### src/hw/rtl/chs_pkg.sv
// Shared types, constants and the arctangent table of the compass heading unit.
package chs_pkg;

   // Sample and register widths settled by the item fields
   localparam int SAMPLE_BITS = 16;
   localparam int DECL_BITS   = 15;

   // Build defaults of the top-level parameters
   localparam int DEFAULT_SECTOR_DEGREES    = 30;
   localparam int DEFAULT_CORDIC_ITERATIONS = 16;

   // Vector widths: difference of two samples, then the prescale into the wide datapath
   localparam int PREP_BITS = SAMPLE_BITS + 1;
   localparam int PRESCALE  = 58 - SAMPLE_BITS;
   localparam int VEC_BITS  = 62;

   // Angle unit is 1/4096 arcminute
   localparam int ANGLE_BITS    = 28;
   localparam int WRAP_BITS     = 29;
   localparam int CIRCLE_BITS   = 27;
   localparam int UNITS_PER_DEG = 245760;
   localparam int FULL_CIRCLE   = 88473600;
   localparam int DECL_SHIFT    = 12;

   // Whole degrees: drop 2^14, then divide by 15 through a reciprocal
   localparam int DEG_SHIFT      = 14;
   localparam int DEG_MULT       = 17477;
   localparam int DEG_MULT_BITS  = 15;
   localparam int DEG_MULT_SHIFT = 18;
   localparam int HEADING_BITS   = 9;
   localparam int SECTOR_BITS    = 4;

   localparam int TABLE_LEN = 24;

   // Configuration register indexes
   localparam int CSR_INDEX_BITS = 2;
   localparam logic [CSR_INDEX_BITS-1:0] CSR_OFFSET_X    = 2'd0;
   localparam logic [CSR_INDEX_BITS-1:0] CSR_OFFSET_Y    = 2'd1;
   localparam logic [CSR_INDEX_BITS-1:0] CSR_DECLINATION = 2'd2;

   localparam logic signed [DECL_BITS-1:0] DECL_RESET = 15'sd308;

   typedef struct packed {
      logic signed [SAMPLE_BITS-1:0] x_sample;
      logic signed [SAMPLE_BITS-1:0] y_sample;
   } req_type;

   typedef struct packed {
      logic [HEADING_BITS-1:0] heading_deg;
      logic [SECTOR_BITS-1:0]  sector_index;
   } rsp_type;

   // What one cell hands to the next
   typedef struct packed {
      logic                         valid;
      logic signed [VEC_BITS-1:0]   x;
      logic signed [VEC_BITS-1:0]   y;
      logic signed [ANGLE_BITS-1:0] z;
   } cordic_type;

   // atan(2^-i) in angle units, rounded to nearest
   function automatic logic [ANGLE_BITS-1:0] atan_units(input int idx);
      logic [ANGLE_BITS-1:0] val;
      case (idx)
         0:       val = 28'd11059200;
         1:       val = 28'd6528627;
         2:       val = 28'd3449547;
         3:       val = 28'd1751044;
         4:       val = 28'd878920;
         5:       val = 28'd439888;
         6:       val = 28'd219998;
         7:       val = 28'd110006;
         8:       val = 28'd55004;
         9:       val = 28'd27502;
         10:      val = 28'd13751;
         11:      val = 28'd6875;
         12:      val = 28'd3438;
         13:      val = 28'd1719;
         14:      val = 28'd859;
         15:      val = 28'd430;
         16:      val = 28'd215;
         17:      val = 28'd107;
         18:      val = 28'd54;
         19:      val = 28'd27;
         20:      val = 28'd13;
         21:      val = 28'd7;
         22:      val = 28'd3;
         23:      val = 28'd2;
         default: val = 28'd0;
      endcase
      return val;
   endfunction

endpackage

### src/hw/rtl/chs_cordic_cell.sv
// One vectoring step of the CORDIC chain, registered.
module chs_cordic_cell import chs_pkg::*; #(
   parameter int STAGE = 0
) (
   input  logic       clock,
   input  logic       reset,
   input  cordic_type cell_in,
   output cordic_type cell_out
);

   localparam logic signed [ANGLE_BITS-1:0] ATAN_STEP = atan_units(STAGE);

   logic signed [VEC_BITS-1:0]   xs, ys;
   logic signed [VEC_BITS-1:0]   x_in, y_in, x_ff, y_ff;
   logic signed [ANGLE_BITS-1:0] z_in, z_ff;
   logic                         valid_ff;

   always_comb begin
      xs = cell_in.x >>> STAGE;
      ys = cell_in.y >>> STAGE;
      // once y is exactly zero the angle is settled: hold
      if (cell_in.y > 0) begin
         x_in = cell_in.x + ys;
         y_in = cell_in.y - xs;
         z_in = cell_in.z + ATAN_STEP;
      end else if (cell_in.y < 0) begin
         x_in = cell_in.x - ys;
         y_in = cell_in.y + xs;
         z_in = cell_in.z - ATAN_STEP;
      end else begin
         x_in = cell_in.x;
         y_in = cell_in.y;
         z_in = cell_in.z;
      end
   end

   always_ff @(posedge clock) begin
      if (reset) begin
         valid_ff <= 1'b0;
      end else begin
         valid_ff <= cell_in.valid;
      end
   end

   always_ff @(posedge clock) begin
      x_ff <= x_in;
      y_ff <= y_in;
      z_ff <= z_in;
   end

   assign cell_out = '{valid: valid_ff, x: x_ff, y: y_ff, z: z_ff};

endmodule

### config.mk
export PLATFORM = sky130hd
export DESIGN_NAME = chs_cordic_cell
export DESIGN_NICKNAME = d
export VERILOG_FILES = /design/src/hw/rtl/chs_pkg.sv /design/src/hw/rtl/chs_cordic_cell.sv
export SDC_FILE = /design/constraint.sdc
export NUM_CORES = 1
export LEC_CHECK = 0
export BUFFER_PORTS_ARGS = -buffer_cell sky130_fd_sc_hd__buf_4
export CAP_MARGIN = 10
export CORE_UTILIZATION = 45
export DETAILED_ROUTE_END_ITERATION = 12
export GPL_TIMING_DRIVEN = 0
export HOLD_SLACK_MARGIN = 0.02
export PLACE_DENSITY = 0.71
export SLEW_MARGIN = 20
export SYNTH_ARGS = -nofsm -noshare
export SYNTH_HDL_FRONTEND = slang
export SYNTH_SLANG_ARGS = --single-unit
export TNS_END_PERCENT = 100
### constraint.sdc
create_clock -name clock -period 3.8 [get_ports clock]
set_clock_uncertainty 0.1 [all_clocks]
set_input_delay 0 -clock clock [delete_from_list [all_inputs] [get_ports clock]]
set_output_delay 0 -clock clock [all_outputs]
set_load 0.005 [all_outputs]
-- After elaboration in Yosys (flattened, before gate mapping)
Index checks and enable logic that the tools add are counted.
- bits in registers: 153
- latch bits: 0
- memory bits (writable): 0
- ROM bits: 0
- bits of input ports: 155
- output and inout port bits: 153
- word-level logic and storage cells: 17
- memories kept: 0
- add/subtract/negate cells: 5
- multiply operators: 0
- div/mod/pow operators: 0
- order comparisons: 2
- equal/unequal tests: 0
- shifts and indexed selects: 0
- muxes and demuxes: 6
- bitwise logic cells: 0
- reduce and logical (&&, ||, !) cells: 0
- operators with widths (kind ; count):
    $mux 62 ; 4
    $sub 62x62->62 ; 2
    $add 62x62->62 ; 1
    $gt 62x1->1 const B ; 1
    $lt 62x1->1 const B ; 1
    $mux 28 ; 2
    $add 28x25->28 const B ; 1
    $sub 28x25->28 const B ; 1

-- Longest topological paths before layout
- depth in word-level cells: 3
- depth in mapped cells: 15
- mapped depth without buffers: 14

-- Worst setup path before layout
Ideal clock, no wire load.
- kind: input to register
- from: in cell_in[28] (netlist bit)
- to: reg x_ff[58]
- setup time: 0.137 ns
- data arrival time: 2.772 ns
- required time: 3.563 ns
- slack: 0.792 ns
- stages on the path: 13
- path buffers: 0
- path through: ha_1 fa_1 nand2b_4 a221oi_4 o311a_4 nor3b_4 o31ai_4 a21boi_2 o31ai_4 a21oi_1 o22ai_1 a2111oi_0 a211oi_1
- cells in the longest elaborated chain, start to end: 3
- elaborated cells on any way between the ends: 6
- those cells by class: 2 x add/sub; 2 x order compare; 2 x mux
- ends and longest elaborated chain (item ; RTL line ; source):
    start: declaration ; chs_cordic_cell.sv:7 ; input cordic_type cell_in,
    $sub 62x62->62 or $lt 62x1->1 (tied branches) ; chs_cordic_cell.sv:27, chs_cordic_cell.sv:26 ;
    $mux 62 ; chs_cordic_cell.sv:26 ; end else if (cell_in.y < 0) begin
    $mux 62 * ; chs_cordic_cell.sv:22 ; if (cell_in.y > 0) begin
    via x_in[58] ; chs_cordic_cell.sv:14 ; logic signed [VEC_BITS-1:0] x_in, y_in, x_ff, y_ff;
    end signal: assignment ; chs_cordic_cell.sv:46 ; x_ff <= x_in;
    end: declaration ; chs_cordic_cell.sv:14 ;
The timed path passes the listed nets; every way through them passes the cells marked *.
A chain may end at the register's enable or synchronous reset.

-- Worst setup path in the final report
- from: in cell_in[34] (netlist bit)
- to: reg y_ff[53]
- cells in the longest elaborated chain, start to end: 3
- elaborated cells on any way between the ends: 6
- those cells by class: 2 x add/sub; 2 x order compare; 2 x mux
- ends and longest elaborated chain (item ; RTL line ; source):
    $add 62x62->62 or $lt 62x1->1 (tied branches) ; chs_cordic_cell.sv:28, chs_cordic_cell.sv:26 ;
    $mux 62 ; chs_cordic_cell.sv:26 ;
    $mux 62 * ; chs_cordic_cell.sv:22 ;
    via y_in[53] ; chs_cordic_cell.sv:14 ;
    end signal: assignment ; chs_cordic_cell.sv:47 ; y_ff <= y_in;
    end: declaration ; chs_cordic_cell.sv:14 ;
Marks and branches as above.

==> metrics.csv <==
metric;value;unit
finalHoldViolCount;0;
via_per_inst;6.50;
violations;setup timing;
coreArea;35500;um^2
die_h;192;um
drtIter0Drc;2543;
synth_area_per_cell;7.23;um^2
drt_wl_total;83400;um
fill_cells;3272;
synth_area_leaders;dfxtp_1 19%, ha_1 14%, a21oi_1 8.3%;
synthCells;2238;
crit_chain;buf_4 -> inv_1 -> ha_1 -> buf_2 -> nand4_1 -> nor3_1 -> o221ai_1 -> a2111oi_2 -> nor3_2 -> buf_4 -> o21ai_1 -> a31oi_2 -> o21ai_2 -> a21o_1 -> a21oi_1 -> a31oi_1;
crit_path_frequent_cell;buf_4;
yosysTopAreaCell;dfxtp_1;
synth_ff_type;dfxtp_1;
setup_viol;1;
fp-row-count;69;
cts_root_buffer;clkbuf_16;
clkSinkCount;153;
fin_area;20900;um^2
clockBufferDepth;2;
slew_viol_final;0;
grt_pass1_wl;121000;um
grt.total_usage;44.6;%
grt_max_degree;17;
place_ws;-1.05;ns
status;complete, but fails checks;
cap_violations;0;
route.vias.total;20416;
irDropWorstVdd;0.361;mV
rsz0062_at_grt;yes;
start_util;45.6;%
hpwl;65100;um
syn_nets;2581;
worstMarginPinSlew;1.24;ns
yosysTopAreaCellShare;18.9;%
async_reset_ff_share;0;%
synth_cell_types;91;
routedWlPerCell;26.5;um
critical_path_class;primary input to flop;
finalNetCount;3012;
fmax;260;MHz
power;7.34;mW
critPathCaptureType;flop;
finalSetupTns;-0.0434;ns
dpl-instance-area;19100;um^2
critPathArrivalTime;4.07;ns
yosysSeqAreaShare;18.9;%
hold_path_class;primary input to flop;
drive_above_1_share;15.9;%
synth-seq-cells;153;
crit_path_start_kind;primary input;
drt_pass1_iterations;6;
htree_levels;4;
fin_crit_sh;101;%
path_clk_slew;0.08;ns
n_antenna_cell;0;
place.gp.congestion;1.11;
synth-edff-count;0;
drc;0;
antenna_found_initial;1;
grt_pass1_vias;19671;
slowest_delay;0.53;ns
cts_buffers;17;
ys_warn_count;0;
final_util;58.8;%
worstHoldStart;cell_in[92];
fin_crit;3.84;ns
ant_nets;0;
io_pins;308;
synth_area;16200;um^2
slew-limit-headroom;17.1;%
worstPathMaxFanout;10;
die_w;192;um
critPathSlowestCell;a2111oi_2;
tritoncts;done;
dieArea;36700;um^2
overflow;0;
critPathLaunch;cell_in[34];
portBuffers;305;
power.density_cell_area;352;nW/um^2
crit_required;4.02;ns
layout_setup_ws;-0.0434;ns
power_leakage;9.11;nW
area_growth;28.9;%
cell usage after synthesis (29+ instances only):
| cell type | number |
|---|---|
| a21oi_1 | 269 |
| o21ai_0 | 194 |
| inv_1 | 192 |
| ha_1 | 185 |
| nor2_1 | 176 |
| nand2_1 | 166 |
| dfxtp_1 | 153 |
| xnor2_1 | 131 |
| clkbuf_1 | 74 |
| o21bai_1 | 48 |
| nand4_1 | 47 |
| nor3_1 | 44 |
| nor4_1 | 39 |
| nand3_1 | 30 |
| a22oi_1 | 29 |
| o21a_1 | 29 |
through the flow:
stage	cells	hold WS (ns)
detailed placement	3004	0.00550
finish	3142	0.0458
floorplan	2238	-0.0723
CTS	3142	0.0272
global route	3142	0.0669
global placement	3004	0.00409
registers in the layout, indices dropped and copies added, names as in the netlist:
register / count
z_ff: 28
x_ff: 62
y_ff: 62
valid_ff: 1
timing repair:
action                     CTS  global route
setup endpoints to repair   43            35
pin swaps                    1             0
buffers inserted             2             0
resized for setup           12            28
hold buffers               105             0
hold endpoints to repair    95             0
cell families after synthesis:
logic type / count (synthesis) / synth area share (%)
adders and majority gates: 188 / 14.7
AOI/OAI and AO/OA: 841 / 33.3
and+or+nand+nor: 589 / 17.3
buffers and inverters: 317 / 7.61
DFF: 153 / 18.9
muxes: 6 / 0.387
xor gates and xnor gates: 144 / 7.79
per-layer routing:
metal	routed length (um)	GRT usage, %
met2	36100	68.5
met3	9120	11.2
met1	32300	54.9
met5	8	0
met4	5850	29.4
layout make-up:
class / count / area, um^2 / area share [%]
clock buffers: 19 / 443 / 2.12
flip-flops and latches: 153 / 3060 / 14.7
plain buffers: 116 / 494 / 2.37
inverters: 201 / 754 / 3.62
well taps: 461 / 577 / 2.77
clock inverters: 12 / 140 / 0.672
repair buffers: 412 / 3360 / 16.1
multi-input cells: 1768 / 12000 / 57.7
final timing paths:
path | endpoint | depth (start not counted) | slack [ns]
worst min-delay path | x_ff[2]$_DFF_P_ | 5 | 0.05
worst max-delay path | y_ff[53]$_DFF_P_ | 16 | -0.04
where the power goes:
part           leakage, nW  internal [mW]  switching (mW)  total [mW]
sequential            1.29           1.90          0.0999        2.00
combinational         7.54           1.42            2.10        3.51
clock                0.277          0.989           0.836        1.83
cell usage in the layout, fill, tap and decap left out, drive strengths merged, types with 29 or more instances in the layout:
master and instances:
buf 347, a21oi 269, o21ai 203, inv 199, ha 185, nor2 176
nand2 166, dfxtp 153, xnor2 131, dlygate4sd3 105, clkbuf 94, o21bai 48
nand4 47, nor3 45, nor4 39, o31ai 32, nand3 30, o21a 29
a22oi 29
critical path: cells and delay by family:
family,cells,cell delay (ns)
adder cells (fa/ha/maj),1,0.38
AO/OA/AOI/OAI,8,2.48
AND/OR/NAND/NOR,3,0.58
buffers and inverters,4,0.61
Power figures use the tool's default switching activity.
