<file path="src/hw/rtl/chs_pkg.sv">
// Shared types, constants and the arctangent table of the compass heading unit.
package chs_pkg;

   // Sample and register widths settled by the item fields
   localparam int SAMPLE_BITS = 16;
   localparam int DECL_BITS   = 15;

   // Build defaults of the top-level parameters
   localparam int DEFAULT_SECTOR_DEGREES    = 30;
   localparam int DEFAULT_CORDIC_ITERATIONS = 16;

   // Vector widths: difference of two samples, then the prescale into the wide datapath
   localparam int PREP_BITS = SAMPLE_BITS + 1;
   localparam int PRESCALE  = 58 - SAMPLE_BITS;
   localparam int VEC_BITS  = 62;

   // Angle unit is 1/4096 arcminute
   localparam int ANGLE_BITS    = 28;
   localparam int WRAP_BITS     = 29;
   localparam int CIRCLE_BITS   = 27;
   localparam int UNITS_PER_DEG = 245760;
   localparam int FULL_CIRCLE   = 88473600;
   localparam int DECL_SHIFT    = 12;

   // Whole degrees: drop 2^14, then divide by 15 through a reciprocal
   localparam int DEG_SHIFT      = 14;
   localparam int DEG_MULT       = 17477;
   localparam int DEG_MULT_BITS  = 15;
   localparam int DEG_MULT_SHIFT = 18;
   localparam int HEADING_BITS   = 9;
   localparam int SECTOR_BITS    = 4;

   localparam int TABLE_LEN = 24;

   // Configuration register indexes
   localparam int CSR_INDEX_BITS = 2;
   localparam logic [CSR_INDEX_BITS-1:0] CSR_OFFSET_X    = 2'd0;
   localparam logic [CSR_INDEX_BITS-1:0] CSR_OFFSET_Y    = 2'd1;
   localparam logic [CSR_INDEX_BITS-1:0] CSR_DECLINATION = 2'd2;

   localparam logic signed [DECL_BITS-1:0] DECL_RESET = 15'sd308;

   typedef struct packed {
      logic signed [SAMPLE_BITS-1:0] x_sample;
      logic signed [SAMPLE_BITS-1:0] y_sample;
   } req_type;

   typedef struct packed {
      logic [HEADING_BITS-1:0] heading_deg;
      logic [SECTOR_BITS-1:0]  sector_index;
   } rsp_type;

   // What one cell hands to the next
   typedef struct packed {
      logic                         valid;
      logic signed [VEC_BITS-1:0]   x;
      logic signed [VEC_BITS-1:0]   y;
      logic signed [ANGLE_BITS-1:0] z;
   } cordic_type;

   // atan(2^-i) in angle units, rounded to nearest
   function automatic logic [ANGLE_BITS-1:0] atan_units(input int idx);
      logic [ANGLE_BITS-1:0] val;
      case (idx)
         0:       val = 28'd11059200;
         1:       val = 28'd6528627;
         2:       val = 28'd3449547;
         3:       val = 28'd1751044;
         4:       val = 28'd878920;
         5:       val = 28'd439888;
         6:       val = 28'd219998;
         7:       val = 28'd110006;
         8:       val = 28'd55004;
         9:       val = 28'd27502;
         10:      val = 28'd13751;
         11:      val = 28'd6875;
         12:      val = 28'd3438;
         13:      val = 28'd1719;
         14:      val = 28'd859;
         15:      val = 28'd430;
         16:      val = 28'd215;
         17:      val = 28'd107;
         18:      val = 28'd54;
         19:      val = 28'd27;
         20:      val = 28'd13;
         21:      val = 28'd7;
         22:      val = 28'd3;
         23:      val = 28'd2;
         default: val = 28'd0;
      endcase
      return val;
   endfunction

endpackage

</file>
<file path="src/hw/rtl/chs_finish.sv">
// Back end: declination, wrap to one turn, whole degrees and ring sector.
module chs_finish import chs_pkg::*; #(
   parameter int SECTOR_DEGREES = DEFAULT_SECTOR_DEGREES
) (
   input  logic                        clock,
   input  logic                        reset,
   input  cordic_type                  fin_in,
   input  logic signed [DECL_BITS-1:0] declination,
   output logic                        rsp_valid,
   output rsp_type                     rsp_data
);

   localparam logic signed [WRAP_BITS-1:0] CIRCLE = WRAP_BITS'(FULL_CIRCLE);
   localparam int SEC_SHIFT     = 18;
   localparam int SEC_MULT      = ((1 << SEC_SHIFT) + SECTOR_DEGREES - 1) / SECTOR_DEGREES;
   localparam int SEC_MULT_BITS = SEC_SHIFT + 1;
   localparam int SEC_PROD_BITS = HEADING_BITS + SEC_MULT_BITS;
   localparam int Q_BITS        = CIRCLE_BITS - DEG_SHIFT;
   localparam int DEG_PROD_BITS = Q_BITS + DEG_MULT_BITS;

   logic [3:0]                    valid_ff;
   logic signed [DECL_BITS+DECL_SHIFT-1:0] decl_scaled;
   logic signed [WRAP_BITS-1:0]   t_in, t_ff, w1_in, w1_ff, w2_full;
   logic [CIRCLE_BITS-1:0]        w2_ff;
   logic [DEG_PROD_BITS-1:0]      deg_prod;
   logic [HEADING_BITS-1:0]       head_ff;
   logic [SEC_PROD_BITS-1:0]      sec_prod;
   logic                          rsp_valid_ff;
   rsp_type                       rsp_ff, rsp_in;

   always_comb begin
      decl_scaled = {declination, {DECL_SHIFT{1'b0}}};
      t_in = WRAP_BITS'(fin_in.z) + WRAP_BITS'(decl_scaled);
      // first wrap step brings the angle within one turn either way
      if (t_ff < 0) begin
         w1_in = t_ff + CIRCLE;
      end else if (t_ff >= CIRCLE) begin
         w1_in = t_ff - CIRCLE;
      end else begin
         w1_in = t_ff;
      end
      w2_full = (w1_ff < 0) ? (w1_ff + CIRCLE) : w1_ff;
      deg_prod = DEG_PROD_BITS'(w2_ff[CIRCLE_BITS-1:DEG_SHIFT])
               * DEG_PROD_BITS'(DEG_MULT);
      sec_prod = SEC_PROD_BITS'(head_ff) * SEC_PROD_BITS'(SEC_MULT);
      rsp_in.heading_deg  = head_ff;
      rsp_in.sector_index = sec_prod[SEC_SHIFT +: SECTOR_BITS];
   end

   always_ff @(posedge clock) begin
      if (reset) begin
         valid_ff     <= '0;
         rsp_valid_ff <= 1'b0;
      end else begin
         valid_ff     <= {valid_ff[2:0], fin_in.valid};
         rsp_valid_ff <= valid_ff[3];
      end
   end

   always_ff @(posedge clock) begin
      t_ff    <= t_in;
      w1_ff   <= w1_in;
      w2_ff   <= w2_full[CIRCLE_BITS-1:0];
      head_ff <= deg_prod[DEG_MULT_SHIFT +: HEADING_BITS];
      rsp_ff  <= rsp_in;
   end

   assign rsp_valid = rsp_valid_ff;
   assign rsp_data  = rsp_ff;

endmodule

</file>
<file path="config.mk">
export PLATFORM = sky130hd
export DESIGN_NAME = chs_finish
export DESIGN_NICKNAME = d
export VERILOG_FILES = /design/src/hw/rtl/chs_pkg.sv /design/src/hw/rtl/chs_finish.sv
export SDC_FILE = /design/constraint.sdc
export NUM_CORES = 1
export LEC_CHECK = 0
export BUFFER_PORTS_ARGS = -buffer_cell sky130_fd_sc_hd__buf_2
export CORE_MARGIN = 3
export CORE_UTILIZATION = 26
export CTS_BUF_LIST = sky130_fd_sc_hd__clkbuf_4
export CTS_CLUSTER_DIAMETER = 30
export DETAILED_ROUTE_END_ITERATION = 6
export SLEW_MARGIN = 15
export SYNTH_ARGS = -nofsm -noshare
export SYNTH_HDL_FRONTEND = slang
export SYNTH_SLANG_ARGS = --single-unit
</file>
<file path="constraint.sdc">
create_clock -name clock -period 3.75 [get_ports clock]
set_input_delay 0.1875 -clock clock [delete_from_list [all_inputs] [get_ports clock]]
set_output_delay 0.1875 -clock clock [all_outputs]
set_load 0.02 [all_outputs]
</file>
== After elaboration in Yosys (flattened, before gate mapping) ==
Cells that the tools add are included.
Word-level totals
  register bits after elaboration: 112
  output and inout port bits: 14
  input bits: 170
  word-level logic and storage cells: 20
Operators by class
  $add $sub $neg: 4
  multipliers: 2
  magnitude comparators: 3
  multiplexer cells: 3
Operators by type and width (number)
  $lt 29x1->1 const B: 2
  $mux 29: 2
  $add 28x27->29: 1
  $add 29x28->29 const B: 1
  $ge 29x28->1 const B: 1
  $sub 29x28->29 const B: 1
  $add 27x27->27 const B: 1
  $mul 13x15->27 const B: 1
  $mux 27: 1
  $mul 9x14->22 const B: 1

== Depth between registers and ports, before layout ==
Gate-level depths: netlist of run 1.
  word-level depth: 3
  mapped depth: 14
  depth with buffers taken out: 14

== Worst setup path before layout of run 1 ==
Ideal clock, no wire load.
  path kind: register -> register
  start point: register w2_ff[24]
  end point: register head_ff[7]
  slack: 0.337 ns
  buffers on the path: 0
  period minus slack after synthesis: 3.413 ns
  cell stages (with the launch flop): 15
  library setup time: 0.082 ns
  data required time: 3.668 ns
  arrival: 3.331 ns
  path through: dfxtp_1 > ha_1 > inv_1 > fa_1 > inv_1 > fa_1 > fa_1 > ha_1 > ha_1 > a2111oi_0 > o21ai_1 > a32oi_1 > nand2_1 > a211o_1 > o2111ai_1
Between the ends
  cells in the longest elaborated chain, start to end: 1
RTL lines
  start, declared: RTL line chs_finish.sv:24  | logic [CIRCLE_BITS-1:0] w2_ff;
  start signal, assigned: RTL line chs_finish.sv:63  | w2_ff <= w2_full[CIRCLE_BITS-1:0];
  $mul 13x15->27: RTL line chs_finish.sv:44  | * DEG_PROD_BITS'(DEG_MULT);
  net deg_prod[25]: RTL line chs_finish.sv:25  | logic [DEG_PROD_BITS-1:0] deg_prod;
  end signal, assigned: RTL line chs_finish.sv:64  | head_ff <= deg_prod[DEG_MULT_SHIFT +: HEADING_BITS];
  end, declared: RTL line chs_finish.sv:26  | logic [HEADING_BITS-1:0] head_ff;
The timed path passes the listed nets, and every way through them passes these cells.
A chain may end at the register's enable or synchronous reset.

== Worst setup path in the final report of run 1 ==
Same ends and word-level chain as after synthesis.

==> impl_metrics.tcl, run 1 <==
set metrics [dict create \
    gr-total-overflow 0 \
    detail_route.wl_per_cell_um 11.1 \
    hold_depth 3 \
    syn-num-nets 896 \
    synth_cells 576 \
    pin_count 184 \
    via_per_inst 4.33 \
    place_hpwl_um 8690 \
    drive_gt1_frac 0.162 \
    ys_types 56 \
    rows 54 \
    grtUsageTotal 0.0934 \
    die_area_um2 24100 \
    cts_root_buf "clkbuf_4" \
    worstMarginPinSlew_ns 0.542 \
    cpMostUsedCell "ha_1" \
    die_h_um 155 \
    reg2reg_from "w2_ff[24]" \
    synth_edf_count 0 \
    crit_slowest_cell "fa_1" \
    grt_max_degree 19 \
    synth_area_um2 5800 \
    routed_wirelength_um 10600 \
    coreArea_um2 21900 \
    final_hold_viol_count 0 \
    clock_sinks 83 \
    period_share 0.951 \
    stdcell_count 949 \
    crit_arrival_ns 3.95 \
    start_util 0.265 \
    timing.hold.ws_ns 0.0650 \
    vias 4107 \
    synth.most_common_cell "ha_1" \
    clk_path_buf_depth 2 \
    ys_ff_latch 83 \
    cp_num_buf_inv 3 \
    nets 983 \
    finalCriticalPeriod_ns 3.57 \
    crit_chain "ha_1, inv_1, fa_1, inv_1, fa_1, ha_1, ha_1, ha_1, a2111oi_4, o21ai_1, a32oi_1, buf_4, nand2_2, a211o_1, o2111ai_1" \
    post-cts-setup-buffers 0 \
    slew_headroom 0.638 \
    synth_top_area_share 0.286 \
    globalplace.congestion 0.827 \
    syn_area_per_cell_um2 10.1 \
    rrSetupSlack_ns 0.18 \
    cp-end-kind "flip-flop" \
    hp-start "declination[6]" \
    synthFlopType "dfxtp_1" \
    worst_r2r_path_depth 15 \
    crit_cells 15 \
    setup_viol 0 \
    synth_area_leaders "dfxtp_1 29%, ha_1 27%, fa_1 9.3%, inv_1 5.6%, xnor2_1 3.9%" \
    ant_nets 0 \
    place_inst 916 \
    seq_area_frac_synth 0.286 \
    grt_pass1_wl_um 18700 \
    drt_iter0_drc 128 \
    numCtsBuffers 9 \
    clock_latency_ns 0.47 \
    hp-class "input pin to flip-flop" \
    synthTopCellsByCount "123 x ha_1, 86 x inv_1, 83 x dfxtp_1" \
    worstPathMaxFanout 7 \
    grt_pass1_vias 4186 \
    run_status "finished clean" \
    min_to "t_ff[18]" \
    fill_cells 2315 \
    antenna_found_initial 1 \
    drc 0 \
    cp_top_family "adder cells" \
    totalNegativeSetupSlack_ns 0 \
    critPathMaxStageDelay_ns 0.41 \
    slew_viol_final 0 \
    rr_endpoint "head_ff[7]" \
    syn_to_final_growth_pct 17.9 \
    clk_pin_slew_ns 0.17 \
    dieWidth_um 155 \
    max_freq_mhz 280 \
    cp.required_ns 4.13 \
    drt_pass1_iterations 4 \
    critPathKind "flip-flop to flip-flop" \
    worstSetupStartpointType "flip-flop" \
    cap_viol_max_count 0 \
    skew_ns 0.0269 \
    cts_tree "built" \
    htreeDepth 3 \
    synth_warnings 0 \
    io_buffers 59 \
    async_flop_share 0 \
    synth_area_leader_cell "dfxtp_1" \
]
worst register-to-register path, stage by stage, from the launching register on:
cell       delay, ns
dfxtp_4         0.39
ha_1            0.14
inv_1           0.04
fa_1            0.36
inv_1           0.09
fa_1            0.41
ha_1            0.28
ha_1            0.30
ha_1            0.24
a2111oi_4       0.33
o21ai_1         0.10
a32oi_1         0.18
buf_4           0.16
nand2_2         0.10
a211o_1         0.28
o2111ai_1       0.09
how the worst max path moves through the flow:
stage	start	end	slack, ns
2_1_floorplan	w2_ff[24]	head_ff[7]	0.34
3_3_place_gp	w2_ff[23]	head_ff[7]	0.04
3_5_place_dp	w2_ff[23]	head_ff[7]	0.003
4_1_cts	w2_ff[24]	head_ff[7]	0.007
5_1_grt	w2_ff[24]	head_ff[7]	-0.004
6_report	w2_ff[24]	head_ff[7]	0.18
per-layer routing:
metal | part of all wire | GRT usage | up-vias
met4 | 0.012 | 0.0208 | 0
met3 | 0.038 | 0.0228 | 12
met1 | 0.46 | 0.117 | 1841
met2 | 0.49 | 0.163 | 68
met5 | 0 | 0 | -
li1 | - | - | 2186
sequential cells by signal, indices dropped and copies added, names as in the netlist:
register	cells
head_ff	9
rsp_data	13
rsp_valid	1
t_ff	29
valid_ff	4
w1_ff	14
w2_ff	13
stage by stage:
step,setup WS (ns),utilization,area [um^2]
detailed placement,0.00272,0.296,6480
global placement,0.0398,0.296,6480
global route,-0.00405,0.312,6840
CTS,0.00748,0.310,6790
floorplan,0.337,-,5800
finish,0.185,0.312,6840
logic make-up (layout without fill, tap and decap cells):
group | Yosys count | count (layout) | synth area share
AOI/OAI and AO/OA | 104 | 104 | 0.132
xor gates and xnor gates | 43 | 43 | 0.0649
adders and majority gates | 150 | 150 | 0.358
buffers and inverters | 94 | 186 | 0.0617
DFF | 83 | 83 | 0.286
muxes | 3 | 3 | 0.00518
other | 0 | 1 | 0
and+or+nand+nor | 99 | 99 | 0.0915
placed cells by master (no fill, tap or decap), types with 9 or more instances in the layout:
cell type        n
a21o_1          10
a21oi_1         26
buf_2           59
buf_4            9
clkbuf_4         9
dfxtp_1         81
dlygate4sd3_1   16
fa_1            27
ha_1           122
inv_1           86
nand2_1         19
nor2_1          22
nor2b_1         10
o21a_1           9
o21ai_0         12
xnor2_1         26
xor2_1          17
area by class of cell:
cell class | count | area, um^2 | area share
multi-input cells | 399 | 3830 | 0.560
flip-flops and latches | 83 | 1670 | 0.244
repair buffers | 84 | 523 | 0.0765
well taps | 280 | 350 | 0.0512
inverters | 86 | 323 | 0.0472
clock inverters | 7 | 78.8 | 0.0115
clock buffers | 9 | 67.6 | 0.00988
diodes | 1 | 2.50 | 0.000366
what timing repair did:
action,in CTS,in global routing
setup endpoints to repair,4,8
hold buffers,16,0
resized for setup,2,10
cloned,0,0
endpoints found under the hold margin,18,0
pin swaps,0,1
Power of run 1 is left out: the tool's default activity adds up to more than one toggle a clock period on the data nets, which glitch-free logic cannot reach.
==> run 2, diff against run 1 <==
- HOLD_SLACK_MARGIN: default -> 0.03
- PLACE_DENSITY_LB_ADDON: default -> 0.3
==> run 2 against run 1 <==
Effect of this change: die area did not move; final cell count rose by 0.53%; sequential cell count did not move; highest routed layer unchanged; core utilization rose by 0.12 points; hold slack improved by 0.024 ns; routed wire length rose by 0.64%.
==> impl_metrics.tcl, run 2 (synthesis gave the netlist of run 1 again) <==
set metrics [dict create \
    globalplace.congestion 0.803 \
    layout_commonest_cell "ha_1" \
    io_buffers 59 \
    die_area_um2 24100 \
    ant_nets 0 \
    final_hold_viol_count 0 \
    hp-start "declination[6]" \
    worstPathMaxFanout 7 \
    largest_register "t_ff" \
    drive_gt1_frac 0.172 \
    rows 54 \
    hp-class "input pin to flip-flop" \
    die_h_um 155 \
    critPathMaxStageDelay_ns 0.54 \
    place_hpwl_um 8880 \
    reg_top3 "t_ff (29), w1_ff (14)" \
    layout_common_cells "120 x ha_1, 85 x inv_1, 80 x dfxtp_1" \
    crit_slowest_cell "fa_1" \
    min_to "t_ff[18]" \
    via_per_inst 4.38 \
    grtUsageTotal 0.0945 \
    stdcell_area_um2 6870 \
    gr-total-overflow 0 \
    slew_headroom 0.641 \
    drt_pass1_iterations 4 \
    cpMostUsedCell "fa_1" \
    hold_depth 3 \
    run_status "finished clean" \
    cp_top_family "adder cells" \
    cts_root_buf "clkbuf_4" \
    start_util 0.265 \
    setup_slack_ns 0.159 \
    drt_iter0_drc 146 \
    rrSetupSlack_ns 0.16 \
    pin_count 184 \
    critPathKind "flip-flop to flip-flop" \
    grt_max_degree 17 \
    totalNegativeSetupSlack_ns 0 \
    worst_r2r_path_depth 16 \
    fill_cells 2327 \
    cp-end-kind "flip-flop" \
    place_ws_ns -0.0201 \
    detail_route.wl_per_cell_um 11.2 \
    dieWidth_um 155 \
    setup_viol 0 \
    reg2reg_from "w2_ff[24]" \
    grt_pass1_wl_um 18700 \
    rr_endpoint "head_ff[7]" \
    vias 4181 \
    clock_sinks 83 \
    slew_viol_final 0 \
    largest_reg_flops 29 \
    nets 988 \
    cp.required_ns 4.13 \
    coreArea_um2 21900 \
    worstSetupStartpointType "flip-flop" \
    routed_wirelength_um 10600 \
    worstMarginPinSlew_ns 0.537 \
    antenna_found_initial 1 \
    cp_num_buf_inv 4 \
    skew_ns 0.0248 \
    max_freq_mhz 278 \
    htreeDepth 3 \
    syn_to_final_growth_pct 18.4 \
    drc 0 \
    numCtsBuffers 9 \
    finalCriticalPeriod_ns 3.59 \
    place_area_um2 6520 \
    clk_pin_slew_ns 0.15 \
    clk_path_buf_depth 2 \
    grt_pass1_vias 4148 \
    cap_viol_max_count 0 \
    crit_chain "ha_1, inv_1, fa_1, inv_2, fa_1, fa_1, ha_4, ha_4, a2111oi_4, o21ai_1, a32oi_1, buf_4, nand2_1, buf_4, a211o_1, o2111ai_1" \
    cts_tree "built" \
    clock_latency_ns 0.46 \
    crit_arrival_ns 3.98 \
    period_share 0.958 \
]
==> run 2: what timing repair did <==
| action | CTS | global route |
|---|---|---|
| gates resized for setup | 4 | 10 |
| buffers inserted | 0 | 0 |
| pin swaps | 0 | 5 |
| endpoints found under the hold margin | 18 | 0 |
| setup endpoints to repair | 4 | 8 |
| hold buffers | 16 | 0 |
==> run 2: worst max-delay path by stage <==
| stage | to | depth (start not counted) | slack, ns | start |
|---|---|---|---|---|
| floorplan | head_ff[7] | 14 | 0.34 | w2_ff[24] |
| global placement | head_ff[8] | 13 | -0.003 | w2_ff[23] |
| detailed placement | head_ff[8] | 15 | -0.02 | w2_ff[24] |
| CTS | head_ff[7] | 16 | 0.006 | w2_ff[24] |
| global route | head_ff[3] | 15 | -0.02 | w2_ff[23] |
| finish | head_ff[7] | 16 | 0.16 | w2_ff[24] |
==> run 2: area by class of cell <==
class	instances	area, um^2	area share
clock inverters	7	56.3	0.00820
repair buffers	89	561	0.0816
flip-flops and latches	83	1670	0.243
multi-input cells	399	3840	0.559
inverters	86	323	0.0470
well taps	280	350	0.0510
diodes	1	2.50	0.000364
clock buffers	9	67.6	0.00984
==> run 2: routing by layer <==
layer  vias up  GRT usage  part of all wire
met5         -          0                 0
met1      1895      0.115              0.46
met3        12     0.0225             0.041
met2        84      0.162              0.48
met4         0     0.0346             0.018
li1       2190          -                 -
==> run 2: worst reg2reg max path: cells and delay by family (launching register included) <==
kind,cells,cell delay (ns)
fa+ha+maj,6,1.75
simple gates,1,0.04
buf+inv,4,0.41
flops,1,0.37
compound gates,5,0.95
==> run 2: metrics by stage <==
stage                     hold WS, ns  cells  utilization
after global routing           0.0662    954        0.314
final                          0.0892    954        0.314
after global placement          0.291    921        0.298
after floorplan                 0.215    576            -
after detailed placement        0.291    921        0.298
after CTS                      0.0398    953        0.311
Power of run 2 is left out for the same reason.
