## src/hw/rtl/chs_pkg.sv

```systemverilog
// Shared types, constants and the arctangent table of the compass heading unit.
package chs_pkg;

   // Sample and register widths settled by the item fields
   localparam int SAMPLE_BITS = 16;
   localparam int DECL_BITS   = 15;

   // Build defaults of the top-level parameters
   localparam int DEFAULT_SECTOR_DEGREES    = 30;
   localparam int DEFAULT_CORDIC_ITERATIONS = 16;

   // Vector widths: difference of two samples, then the prescale into the wide datapath
   localparam int PREP_BITS = SAMPLE_BITS + 1;
   localparam int PRESCALE  = 58 - SAMPLE_BITS;
   localparam int VEC_BITS  = 62;

   // Angle unit is 1/4096 arcminute
   localparam int ANGLE_BITS    = 28;
   localparam int WRAP_BITS     = 29;
   localparam int CIRCLE_BITS   = 27;
   localparam int UNITS_PER_DEG = 245760;
   localparam int FULL_CIRCLE   = 88473600;
   localparam int DECL_SHIFT    = 12;

   // Whole degrees: drop 2^14, then divide by 15 through a reciprocal
   localparam int DEG_SHIFT      = 14;
   localparam int DEG_MULT       = 17477;
   localparam int DEG_MULT_BITS  = 15;
   localparam int DEG_MULT_SHIFT = 18;
   localparam int HEADING_BITS   = 9;
   localparam int SECTOR_BITS    = 4;

   localparam int TABLE_LEN = 24;

   // Configuration register indexes
   localparam int CSR_INDEX_BITS = 2;
   localparam logic [CSR_INDEX_BITS-1:0] CSR_OFFSET_X    = 2'd0;
   localparam logic [CSR_INDEX_BITS-1:0] CSR_OFFSET_Y    = 2'd1;
   localparam logic [CSR_INDEX_BITS-1:0] CSR_DECLINATION = 2'd2;

   localparam logic signed [DECL_BITS-1:0] DECL_RESET = 15'sd308;

   typedef struct packed {
      logic signed [SAMPLE_BITS-1:0] x_sample;
      logic signed [SAMPLE_BITS-1:0] y_sample;
   } req_type;

   typedef struct packed {
      logic [HEADING_BITS-1:0] heading_deg;
      logic [SECTOR_BITS-1:0]  sector_index;
   } rsp_type;

   // What one cell hands to the next
   typedef struct packed {
      logic                         valid;
      logic signed [VEC_BITS-1:0]   x;
      logic signed [VEC_BITS-1:0]   y;
      logic signed [ANGLE_BITS-1:0] z;
   } cordic_type;

   // atan(2^-i) in angle units, rounded to nearest
   function automatic logic [ANGLE_BITS-1:0] atan_units(input int idx);
      logic [ANGLE_BITS-1:0] val;
      case (idx)
         0:       val = 28'd11059200;
         1:       val = 28'd6528627;
         2:       val = 28'd3449547;
         3:       val = 28'd1751044;
         4:       val = 28'd878920;
         5:       val = 28'd439888;
         6:       val = 28'd219998;
         7:       val = 28'd110006;
         8:       val = 28'd55004;
         9:       val = 28'd27502;
         10:      val = 28'd13751;
         11:      val = 28'd6875;
         12:      val = 28'd3438;
         13:      val = 28'd1719;
         14:      val = 28'd859;
         15:      val = 28'd430;
         16:      val = 28'd215;
         17:      val = 28'd107;
         18:      val = 28'd54;
         19:      val = 28'd27;
         20:      val = 28'd13;
         21:      val = 28'd7;
         22:      val = 28'd3;
         23:      val = 28'd2;
         default: val = 28'd0;
      endcase
      return val;
   endfunction

endpackage

```

## src/hw/rtl/chs_prep.sv

```systemverilog
// Front stage: hard-iron offset removal and quadrant pre-rotation into the right half plane.
module chs_prep import chs_pkg::*; (
   input  logic                          clock,
   input  logic                          reset,
   input  logic                          item_valid,
   input  req_type                       item,
   input  logic signed [SAMPLE_BITS-1:0] offset_x,
   input  logic signed [SAMPLE_BITS-1:0] offset_y,
   output cordic_type                    prep_out
);

   localparam logic signed [ANGLE_BITS-1:0] DEG90  = ANGLE_BITS'(90 * UNITS_PER_DEG);
   localparam logic signed [ANGLE_BITS-1:0] DEG180 = ANGLE_BITS'(180 * UNITS_PER_DEG);
   localparam int EXT_BITS = VEC_BITS - PREP_BITS - PRESCALE;

   logic signed [PREP_BITS-1:0]  dx, dy, ax, ay, bx, by;
   logic signed [ANGLE_BITS-1:0] za, zb;
   logic                         valid_ff;
   logic signed [VEC_BITS-1:0]   x_ff, x_in, y_ff, y_in;
   logic signed [ANGLE_BITS-1:0] z_ff;

   always_comb begin
      dx = PREP_BITS'(item.x_sample) - PREP_BITS'(offset_x);
      dy = PREP_BITS'(item.y_sample) - PREP_BITS'(offset_y);
      // left half plane: negate and start from half a turn
      if (dx < 0) begin
         ax = -dx;
         ay = -dy;
         za = DEG180;
      end else begin
         ax = dx;
         ay = dy;
         za = '0;
      end
      if (ay > 0) begin
         bx = ay;
         by = -ax;
         zb = za + DEG90;
      end else if (ay < 0) begin
         bx = -ay;
         by = ax;
         zb = za - DEG90;
      end else begin
         bx = ax;
         by = ay;
         zb = za;
      end
      x_in = {{EXT_BITS{bx[PREP_BITS-1]}}, bx, {PRESCALE{1'b0}}};
      y_in = {{EXT_BITS{by[PREP_BITS-1]}}, by, {PRESCALE{1'b0}}};
   end

   always_ff @(posedge clock) begin
      if (reset) begin
         valid_ff <= 1'b0;
      end else begin
         valid_ff <= item_valid;
      end
   end

   always_ff @(posedge clock) begin
      x_ff <= x_in;
      y_ff <= y_in;
      z_ff <= zb;
   end

   assign prep_out = '{valid: valid_ff, x: x_ff, y: y_ff, z: z_ff};

endmodule

```

## config.mk

```make
export PLATFORM = sky130hd
export DESIGN_NAME = chs_prep
export DESIGN_NICKNAME = d
export VERILOG_FILES = /design/src/hw/rtl/chs_pkg.sv /design/src/hw/rtl/chs_prep.sv
export SDC_FILE = /design/constraint.sdc
export NUM_CORES = 1
export LEC_CHECK = 0
export BUFFER_PORTS_ARGS = -buffer_cell sky130_fd_sc_hd__buf_2
export CORE_MARGIN = 2
export CORE_UTILIZATION = 40
export CTS_CLUSTER_DIAMETER = 30
export DETAILED_ROUTE_END_ITERATION = 12
export PLACE_DENSITY = 0.66
export SLEW_MARGIN = 0
export SYNTH_ARGS = -nofsm -noshare
export SYNTH_HDL_FRONTEND = slang
export SYNTH_SLANG_ARGS = --single-unit
export TNS_END_PERCENT = 50
```

## constraint.sdc

```tcl
create_clock -name clock -period 11.2 [get_ports clock]
set_clock_uncertainty 0.2 [all_clocks]
set_input_delay 0 -clock clock [delete_from_list [all_inputs] [get_ports clock]]
set_output_delay 0 -clock clock [all_outputs]
set_load 0.03 [all_outputs]
```

# == Word-level counts from Yosys, hierarchy flattened ==
# Index checks and enable logic that the tools add are counted.
# classes
magnitude_cmp,3
add_sub_neg,8
mux,9
# op_table
operator,n
17-bit 2-to-1 mux,6
17-bit negator,4
28-bit 2-to-1 mux,2
"17-bit by 1-bit less-than comparator with 1-bit output, second input constant",2
16-bit by 16-bit subtractor with 17-bit output,2
"28-bit by 26-bit adder with 28-bit output, second input constant",1
"28-bit by 26-bit subtractor with 28-bit output, second input constant",1
26-bit 2-to-1 mux,1
"17-bit by 1-bit > comparator with 1-bit output, second input constant",1
# word_totals
ff_bits,63
wordCells,24
inputBits,67

# == Longest topological paths before layout ==
# Gate-level depths: netlist of the first run.
# depth
ltp_word,6
depth_mapped,25
mapped_depth_nobuf,21

# == Worst setup path before layout of the first run ==
# Ideal clock, no wire load.
# synth_timing
kind,input to register
start,input port item[16] (netlist bit)
end,register x_ff[43]
required_time_ns,10.930
setup_slack_ns,6.500
arrival_time_ns,4.430
setup_time_ns,0.070
n_path_buf,4
path_stages,24
cell_sequence,inv_1 -> ha_1 -> inv_1 -> fa_1 -> a211oi_2 -> o31a_1 -> a211o_2 -> nand2_1 -> buf_2 -> clkbuf_1 -> buf_1 -> nand2_1 -> o21ai_0 -> ha_1 -> inv_1 -> nor3_1 -> nand4_1 -> a22oi_1 -> o211ai_1 -> a211oi_2 -> and3_1 -> buf_4 -> mux2_1 -> a21oi_1
# synth_via
elab_chain_len,6
# synth_lines
item,line,text
"start, declared",chs_prep.sv:6,"input req_type item,"
16-bit by 16-bit subtractor with 17-bit output *,chs_prep.sv:23,dx = PREP_BITS'(item.x_sample) - PREP_BITS'(offset_x);
17-bit by 1-bit less-than comparator with 1-bit output,chs_prep.sv:26,if (dx < 0) begin
17-bit 2-to-1 mux,chs_prep.sv:26,
17-bit negator / 17-bit by 1-bit less-than comparator with 1-bit output (equally long branches),"chs_prep.sv:40, chs_prep.sv:39",
17-bit 2-to-1 mux,chs_prep.sv:39,end else if (ay < 0) begin
17-bit 2-to-1 mux *,chs_prep.sv:35,if (ay > 0) begin
net bx[1],chs_prep.sv:16,"logic signed [PREP_BITS-1:0] dx, dy, ax, ay, bx, by;"
"end signal, assigned",chs_prep.sv:61,x_ff <= x_in;
"end, declared",chs_prep.sv:19,"logic signed [VEC_BITS-1:0] x_ff, x_in, y_ff, y_in;"
# Mark *: on every way through the listed nets, which the timed path passes. The rest lies on a longest branch.
# A chain may end at the register's enable or synchronous reset.

# == Final worst setup path of the first run ==
# layout_timing
start,input port offset_x[0]
end,register x_ff[43]
# layout_via
elab_chain_len,6
# layout_lines
item,line,text
"start, declared",chs_prep.sv:7,"input logic signed [SAMPLE_BITS-1:0] offset_x,"
16-bit by 16-bit subtractor with 17-bit output *,chs_prep.sv:23,
17-bit by 1-bit less-than comparator with 1-bit output,chs_prep.sv:26,
17-bit 2-to-1 mux,chs_prep.sv:26,
17-bit negator / 17-bit by 1-bit less-than comparator with 1-bit output (equally long branches),"chs_prep.sv:40, chs_prep.sv:39",
17-bit 2-to-1 mux,chs_prep.sv:39,
17-bit 2-to-1 mux *,chs_prep.sv:35,
net bx[1],chs_prep.sv:16,
# Marked as above.

==> results of run 1 <==
[critical path, stage by stage]
cell and delay [ns]:
dlygate4sd3_1 0.52, buf_2 0.10, ha_1 0.15, inv_1 0.05
fa_1 0.46, a211oi_2 0.32, o31a_1 0.26, a211o_2 0.23
nand2_1 0.59, o21ai_0 0.63, ha_1 0.23, inv_1 0.10
nor3_1 0.20, nand4_1 0.13, a22oi_1 0.31, o211ai_1 0.20
a211oi_2 0.36, and3_1 0.84, mux2_1 0.38, a21oi_1 0.16
[layout make-up]
type | count | area [um^2]
Fill cell | 1628 | 8916
Multi-Input combinational cell | 726 | 4831
Sequential cell | 42 | 840.8
Timing Repair Buffer | 126 | 653.1
Tap cell | 216 | 270.3
Inverter | 48 | 180.2
Clock buffer | 5 | 125.1
Clock inverter | 3 | 68.82
[synth_stat cells (10+ instances only)]
master / instances
buf_4: 116
nand2_1: 60
nor2_1: 53
a21oi_1: 52
inv_1: 47
xnor2_1: 43
dfxtp_1: 42
ha_1: 36
o21ai_0: 31
nand3_1: 26
nor3_1: 26
clkbuf_1: 17
o211ai_1: 15
o21a_1: 15
a21o_1: 14
and3_1: 13
buf_2: 13
xor2_1: 13
nand4_1: 12
nor2b_1: 12
mux2i_1: 11
or3_1: 10
[cell usage in the layout, fill, tap and decap left out, types with 5 or more instances in the layout]
master     netlist  routed
buf_2           13     120
conb_1           1      99
nand2_1         60      60
nor2_1          53      53
a21oi_1         52      52
inv_1           47      47
xnor2_1         43      42
dfxtp_1         42      42
ha_1            36      36
o21ai_0         31      31
nor3_1          26      26
nand3_1         26      26
o21a_1          15      15
o211ai_1        15      15
a21o_1          14      14
and3_1          13      13
xor2_1          13      13
nor2b_1         12      12
nand4_1         12      12
mux2i_1         11      11
or3_1           10      10
and2_1           9       9
nor4_1           9       9
a211oi_1         8       8
a31oi_1          8       8
nand2b_1         7       7
o2111ai_1        7       7
nor3b_1          7       7
a211o_1          6       6
a211oi_2         5       5
o22ai_1          5       5
mux2_2           5       5
clkbuf_16        0       5
[flip-flops by register name, indices dropped and copies added, names as in the netlist]
| signal | flops |
|---|---|
| y_ff | 17 |
| valid_ff | 1 |
| z_ff | 7 |
| x_ff | 17 |
[worst paths after layout]
kind | from | to | cells past startpoint
setup / recovery | offset_x[0] | x_ff[43]$_DFF_P_ | 20
hold / removal | item[16] | x_ff[42]$_DFF_P_ | 4
[routing by layer]
metal	up-vias	wire length, um	GRT usage
li1	3107	-	-
met4	0	161	0.02778
met2	252	6575	0.2632
met1	2665	7527	0.2445
met3	12	901	0.01736
met5	-	0	0
[through the flow]
step / setup WS (ns) / utilization / instance area, um^2
after global routing: 4.551 / 0.4387 / 6969
after floorplan: 6.500 / - / 6882
after global placement: 5.528 / 0.4246 / 6745
final: 4.970 / 0.4387 / 6969
after detailed placement: 5.219 / 0.4246 / 6745
after CTS: 5.025 / 0.4387 / 6969
[kinds of logic after synthesis]
family,after synthesis,share of synthesized area
DFF,42,0.1291
AOI/OAI and AO/OA,238,0.2687
other,1,0.0005757
muxes,17,0.02728
buffers and inverters,198,0.1869
xor gates and xnor gates,61,0.08951
adders and majority gates,38,0.07530
and+or+nand+nor,273,0.2226
[report_power, final]
| group | internal, W | switching, W | total [W] |
|---|---|---|---|
| combinational | 0.000227 | 0.000477 | 0.000703 |
| clock | 0.000128 | 0.0000581 | 0.000186 |
| sequential | 0.000208 | 0.0000191 | 0.000227 |
| total | 0.000562 | 0.000554 | 0.00112 |
==> results.toml, run 1 <==
[status]
status = "finished clean"

[synth]
synth_top_cell_by_area = "buf_4"
synth_edf_count = 0
synthArstFlopShare = 0
synth_flop_cell = "dfxtp_1"
synthCells = 868
synth_warnings = 0
yosys.area.top_type_share = 0.1337
synth_cell_types = 96
yosysSeqAreaShare = 0.1291
syn_avg_cell_area_um2 = 7.504
ys_top_cells_by_area = "buf_4 13%, dfxtp_1 13%, ha_1 6.9%"
ys_ff_latch = 42
synth_area_um2 = 6514

[grt]
grt_max_degree = 36
first_global_vias = 5090
overflow = 0
track_usage = 0.1659
grt_first_pass_wirelength_um = 24920
antenna_found_initial = 0

[worst_hold_path]
min_path_type = "in -> reg"

[worst_setup_path]
crit_type = "in -> reg"
cp-end-kind = "flip-flop"
critPathArrivalTime_ns = 6.25
path_max_fanout = 32
critPathLaunchType = "primary input"
crit_required_ns = 11.21

[clock_network]
post_cts_resized = 0
cts_tree = "built"
clkSinkCount = 42
postCtsSetupBuffers = 0
cts.reportedPaths.clkPinSlew_ns = 0.06
cts_hold_buf = 3
cts_buffer_depth = 2
cts_root_buf = "clkbuf_16"
cts_max_level = 2
cts_buffers = 5

[sta]
final.min_clock_period_ns = 6.230
drv_slew = 0
setup_viol = 0
tightest_slew_ns = 1.080
slew_headroom = 0.2683
holdWs_ns = 0.05693
finalSetupTns_ns = 0
fmax_mhz = 160.5
rsz0062_at_grt = "false"
final_hold_viol_count = 0
finalCritPeriodShare = 0.5563

[routing]
first_pass_iters = 5
drcViolationCount = 0
first_iter_violations = 490
wl_per_cell_um = 13.01
ant_nets = 0
avgViaCountPerCell = 5.177
wl_um = 15170
vias = 6036

[place]
port_buffers = 120
place.gp.congestion = 0.9140
dp_cells = 1155
place_hpwl_um = 12310

[die]
boundaryPins = 220
die_y_um = 131.6
die_area_um2 = 17320
start_util = 0.4101
num_rows = 46
core_region_area_um2 = 15890
die_w_um = 131.6

[power_and_ir_drop]
p_leak_nw = 3.101
ir_worst_vdd_uv = 121.6
powerDensity_nw_per_um2 = 160.2
finalPower_w = 0.001116

[finish]
insertedDiodeCount = 0
area_growth_pct = 6.992
layoutNonFillerInstCount = 1166
nets = 1054
drive_gt1_frac = 0.1884

[job]
max_cap_violations = 0
No activity file was read; power rests on OpenSTA's default activity.
==> inputs of run 2 (changes only) <==
ABC_AREA = 1   (was default)
PLACE_DENSITY = 0.69   (was 0.66)
clock period = 5.05 ns   (was 11.2 ns; I/O delays follow)
==> run 2 against run 1 <==
  * Critical path depth is 4 higher
  * Power is 97% higher
  * Worst hold slack worse by 0.041 ns
  * Wire length is 5.0% lower
  * Clock power is 56% higher
  * Largest cell class unchanged
  * Critical path type unchanged
==> results.toml, run 2 <==
[routing]
top_layer = "met4"
avgViaCountPerCell = 4.574
first_iter_violations = 318
vias = 6285
met2_length_um = 6184
first_pass_iters = 5
ant_nets = 0
wl_um = 14410
wl_per_cell_um = 10.48
wl_met3_um = 999
wl_met1_um = 7022
drcViolationCount = 0

[grt]
grt_max_degree = 55
overflow = 0
antenna_found_initial = 0
grt_first_pass_wirelength_um = 23710
track_usage = 0.1692
first_global_vias = 5341

[sta]
final.min_clock_period_ns = 3.587
finalCritPeriodShare = 0.7104
final_hold_viol_count = 0
finalSetupTns_ns = 0
tightest_slew_ns = 0.9348
fmax_mhz = 278.8
rsz0062_at_grt = "false"
slew_headroom = 0.3746
drv_slew = 0
setup_viol = 0

[synth]
synth_flop_cell = "dfxtp_1"
ys_ff_latch = 42
synth_top_cell_by_area = "nand2_1"
synth_warnings = 0
yosysSeqAreaShare = 0.1347
ys_top_cells_by_area = "nand2_1 21%, buf_4 14%, dfxtp_1 13%"
synthCells = 1084
synthArstFlopShare = 0
synth_most_common_cell = "nand2_1"
synth_edf_count = 0
yosys.area.top_type_share = 0.2134
syn_avg_cell_area_um2 = 5.760
synth_cell_types = 38
synth.top_cells.by_count = "355 x nand2_1, 150 x inv_1, 115 x buf_4, 110 x nand3_1, 87 x nor2_1"
synth_area_um2 = 6243

[power_and_ir_drop]
p_leak_nw = 4.051
finalPower_w = 0.002199
ir_worst_vdd_uv = 280.0
powerDensity_nw_per_um2 = 330.0

[worst_setup_path]
worst_path_most_repeated_cell = "nand2_1"
crit_required_ns = 4.98
critPathArrivalTime_ns = 3.51
cp_top_family = "simple AND/OR/NAND/NOR gates"
cp.buffers_inverters = 4
cp-end-kind = "flip-flop"
crit_type = "in -> reg"
slowest_delay_ns = 0.41
path_cells = "buf_2 > inv_1 > ha_1 > inv_1 > fa_1 > nand2_1 > nand2_1 > nand3_1 > nand2_2 > nand2_2 > nand2_1 > nand2_1 > nand2_4 > nand2_1 > nand2_1 > inv_1 > ha_1 > nand3_1 > nor2_4 > nand2_4 > nor2_8 > nand2_4 > nand2_2 > o21ai_0"
path_max_fanout = 53
crit_slowest_cell = "fa_1"
critPathLaunchType = "primary input"

[worst_hold_path]
min_path_type = "in -> reg"
min_path_cells = 3
min_to = "x_ff[42]$_DFF_P_"
holdCritStartpoint = "offset_x[0]"

[clock_network]
clkSinkCount = 42
cts_tree = "built"
post_cts_resized = 0
cts_buffers = 5
cts_buffer_depth = 2
cts_root_buf = "clkbuf_16"
cts_max_level = 2
postCtsSetupBuffers = 0
cts_hold_buf = 2
cts.reportedPaths.clkPinSlew_ns = 0.06

[finish]
mostFrequentLayoutCells = "355 x nand2_1, 150 x inv_1, 120 x buf_2, 110 x nand3_1, 99 x conb_1"
nets = 1291
mostFrequentLayoutCell = "nand2_1"
largestRegisters = "x_ff (17), y_ff (17), z_ff (7)"
insertedDiodeCount = 0
nFillCells = 1663
drive_gt1_frac = 0.1492
area_growth_pct = 6.693

[place]
port_buffers = 120
place.gp.congestion = 0.8918
place_hpwl_um = 12230

[die]
start_util = 0.4107
boundaryPins = 220
core_region_area_um2 = 15200
die_w_um = 128.9
die_area_um2 = 16620
die_y_um = 128.9
num_rows = 45

[status]
status = "finished clean"

[job]
max_cap_violations = 0
==> run 2: changes by cell type after synthesis, moves of 23 or more <==
| cell | before | now |
|---|---|---|
| nand2_1 | 60 | 355 |
| inv_1 | 47 | 150 |
| nand3_1 | 26 | 110 |
| xnor2_1 | 43 | 5 |
| nor2_1 | 53 | 87 |
| a21oi_1 | 52 | 29 |
==> run 2: layout make-up <==
| class | count | area (um^2) | area share |
|---|---|---|---|
| Multi-Input combinational cell | 859 | 4240 | 0.6366 |
| Sequential cell | 42 | 840.8 | 0.1262 |
| Timing Repair Buffer | 123 | 628.1 | 0.09429 |
| Inverter | 155 | 581.8 | 0.08734 |
| Tap cell | 188 | 235.2 | 0.03531 |
| Clock buffer | 5 | 125.1 | 0.01878 |
| Clock inverter | 2 | 10.01 | 0.001503 |
==> run 2: cells by family (layout without fill, tap and decap cells) <==
logic type	after synthesis	in the layout	share of synthesized area
simple gates	618	618	0.4317
compound gates	80	80	0.07455
other cells	1	99	0.0006006
buf+inv	281	285	0.2451
fa+ha+maj	38	38	0.07856
flops	42	42	0.1347
xor+xnor	24	24	0.03487
==> run 2: worst max path at each step <==
stage,start,end,cells past startpoint
2_1_floorplan,item[16],y_ff[52]$_DFF_P_,26
3_3_place_gp,item[16],z_ff[24]$_SDFF_PP1_,24
3_5_place_dp,item[16],z_ff[24]$_SDFF_PP1_,24
4_1_cts,item[16],z_ff[24]$_SDFF_PP1_,24
5_1_grt,item[16],z_ff[24]$_SDFF_PP1_,24
6_report,item[16],z_ff[24]$_SDFF_PP1_,24
==> run 2: through the flow <==
stage	hold WS, ns	setup WS (ns)	util	instances	area [um^2]
3_5_place_dp	-0.03736	1.192	0.4280	1365	6506
5_1_grt	0.05267	1.003	0.4382	1374	6661
2_1_floorplan	-0.1288	1.873	-	1182	6611
4_1_cts	0.01861	1.464	0.4382	1374	6661
3_3_place_gp	-0.04138	1.356	0.4280	1365	6506
6_report	0.01642	1.463	0.4382	1374	6661
==> run 2: layer usage <==
metal	vias to the layer above	track usage
met5	-	0
li1	3370	-
met4	0	0.03708
met2	219	0.2795
met3	16	0.01663
met1	2680	0.2389
==> run 2: power breakdown <==
| part | total (W) | switching [W] | internal (W) |
|---|---|---|---|
| sequential | 0.000482 | 0.0000335 | 0.000448 |
| clock | 0.000291 | 0.000113 | 0.000178 |
| combinational | 0.00143 | 0.00103 | 0.000395 |
==> inputs of run 3 (changes only) <==
clock period = 3.1 ns   (was 5.05 ns; I/O delays follow)
==> run 3 against run 2 <==
  * The flow now finishes with violations (hold timing)
  * Non-clock buffer count up 99
  * Power increased by 82%
  * Sequential share of layout area down 1.5 points
  * First-iteration DRC count up 0.94%
==> results.toml, run 3 (synthesis results as in run 2) <==
[status]
status = "finished, violations left"
failed_checks = "hold timing"

[job]
max_cap_violations = 0

[grt]
track_usage = 0.1764
first_global_vias = 5600
antenna_found_initial = 0
grt_max_degree = 21
grt_first_pass_wirelength_um = 24760
overflow = 0

[clock_network]
cts_max_level = 2
clkSinkCount = 42
cts_buffers = 5
cts_root_buf = "clkbuf_16"
cts_tree = "built"
cts.reportedPaths.clkPinSlew_ns = 0.05
cts_buffer_depth = 2

[routing]
drcViolationCount = 0
wl_per_cell_um = 10.41
first_pass_iters = 5
avgViaCountPerCell = 4.523
first_iter_violations = 321
wl_um = 15350
vias = 6672
ant_nets = 0

[worst_hold_path]
min_path_type = "in -> reg"

[worst_setup_path]
crit_type = "in -> reg"
crit_required_ns = 3.11
critPathLaunchType = "primary input"
cp-end-kind = "flip-flop"
path_max_fanout = 5
cp_top_family = "simple AND/OR/NAND/NOR gates"
slowest_delay_ns = 0.35
critPathArrivalTime_ns = 2.85
crit_slowest_cell = "fa_2"
cp.buffers_inverters = 6

[place]
dp_cells = 1460
place.gp.congestion = 0.8955
port_buffers = 120
place_hpwl_um = 13210

[sta]
final_hold_viol_count = 1
fmax_mhz = 351.6
finalCritPeriodShare = 0.9173
setup_viol = 0
final.min_clock_period_ns = 2.844
drv_slew = 0
holdWs_ns = -0.01304

[power_and_ir_drop]
ir_worst_vdd_uv = 340.8
finalPower_w = 0.004000
powerDensity_nw_per_um2 = 527.9
p_leak_nw = 4.544

[finish]
area_growth_pct = 21.36
nets = 1391
drive_gt1_frac = 0.2331
mostFrequentLayoutCell = "nand2_1"
insertedDiodeCount = 0
largestRegisters = "x_ff (17), y_ff (17), z_ff (7)"
layoutNonFillerInstCount = 1475
mostFrequentLayoutCells = "346 x nand2_1, 150 x inv_1, 120 x buf_2, 106 x nand3_1, 99 x conb_1"
final_util = 0.4984

[die]
core_region_area_um2 = 15200
start_util = 0.4107
boundaryPins = 220
num_rows = 45
die_area_um2 = 16620
die_y_um = 128.9
die_w_um = 128.9
==> run 3: cell count changes in the layout (fill, tap and decap cells not counted), sizes merged <==
cell	delta
clkbuf	+2
nand2	+1
buf	+99
clkinv	-1
==> run 3: metal layers <==
metal	share of wire	global-route usage
met3	0.053	0.01206
met2	0.45	0.3050
met1	0.48	0.2436
met5	0	0
met4	0.012	0.03261
==> run 3: final cells by class <==
cell class / count / area [um^2]
fillers: 1556 / 7625
multi-input cells: 860 / 4380
repair buffers: 222 / 1391
flip-flops and latches: 42 / 840.8
inverters: 155 / 581.8
well taps: 188 / 235.2
clock buffers: 7 / 142.6
clock inverters: 1 / 5.005
==> run 3: worst paths after layout <==
check	startpoint	endpoint	slack (ns)	cells past startpoint
worst min-delay path	offset_x[0]	x_ff[42]$_DFF_P_	-0.01	3
worst max-delay path	item[16]	x_ff[45]$_DFF_P_	0.26	25
==> run 3: tightest hold or removal path, stage by stage <==
cell and delay, ns:
buf_2 0.08, ha_1 0.24, o21ai_1 0.10
==> run 3: where the power goes <==
part	total (W)	switching, W	internal [W]
clock network	0.000505	0.000187	0.000319
registers	0.000779	0.0000495	0.000730
logic	0.00272	0.00178	0.000935
total	0.00400	0.00202	0.00198
==> run 3: through the flow <==
step	hold WS (ns)	instance area, um^2	setup WS (ns)	setup TNS [ns]
floorplan	-0.1288	6619	0.001505	0
global placement	-0.04165	7239	-0.05497	-0.4631
detailed placement	-0.04070	7239	-0.1229	-2.030
CTS	0.03953	7407	0.1485	0
global route	0.05663	7577	-0.01120	-0.01402
finish	-0.01304	7577	0.2562	0
==> run 3: timing repair <==
action / 4_1_cts / 5_1_grt
gates resized for setup: 0 / 36
hold endpoints to repair: 1 / 0
hold buffers: 2 / 0
buffers inserted: 0 / 4
setup endpoints to repair: 0 / 36
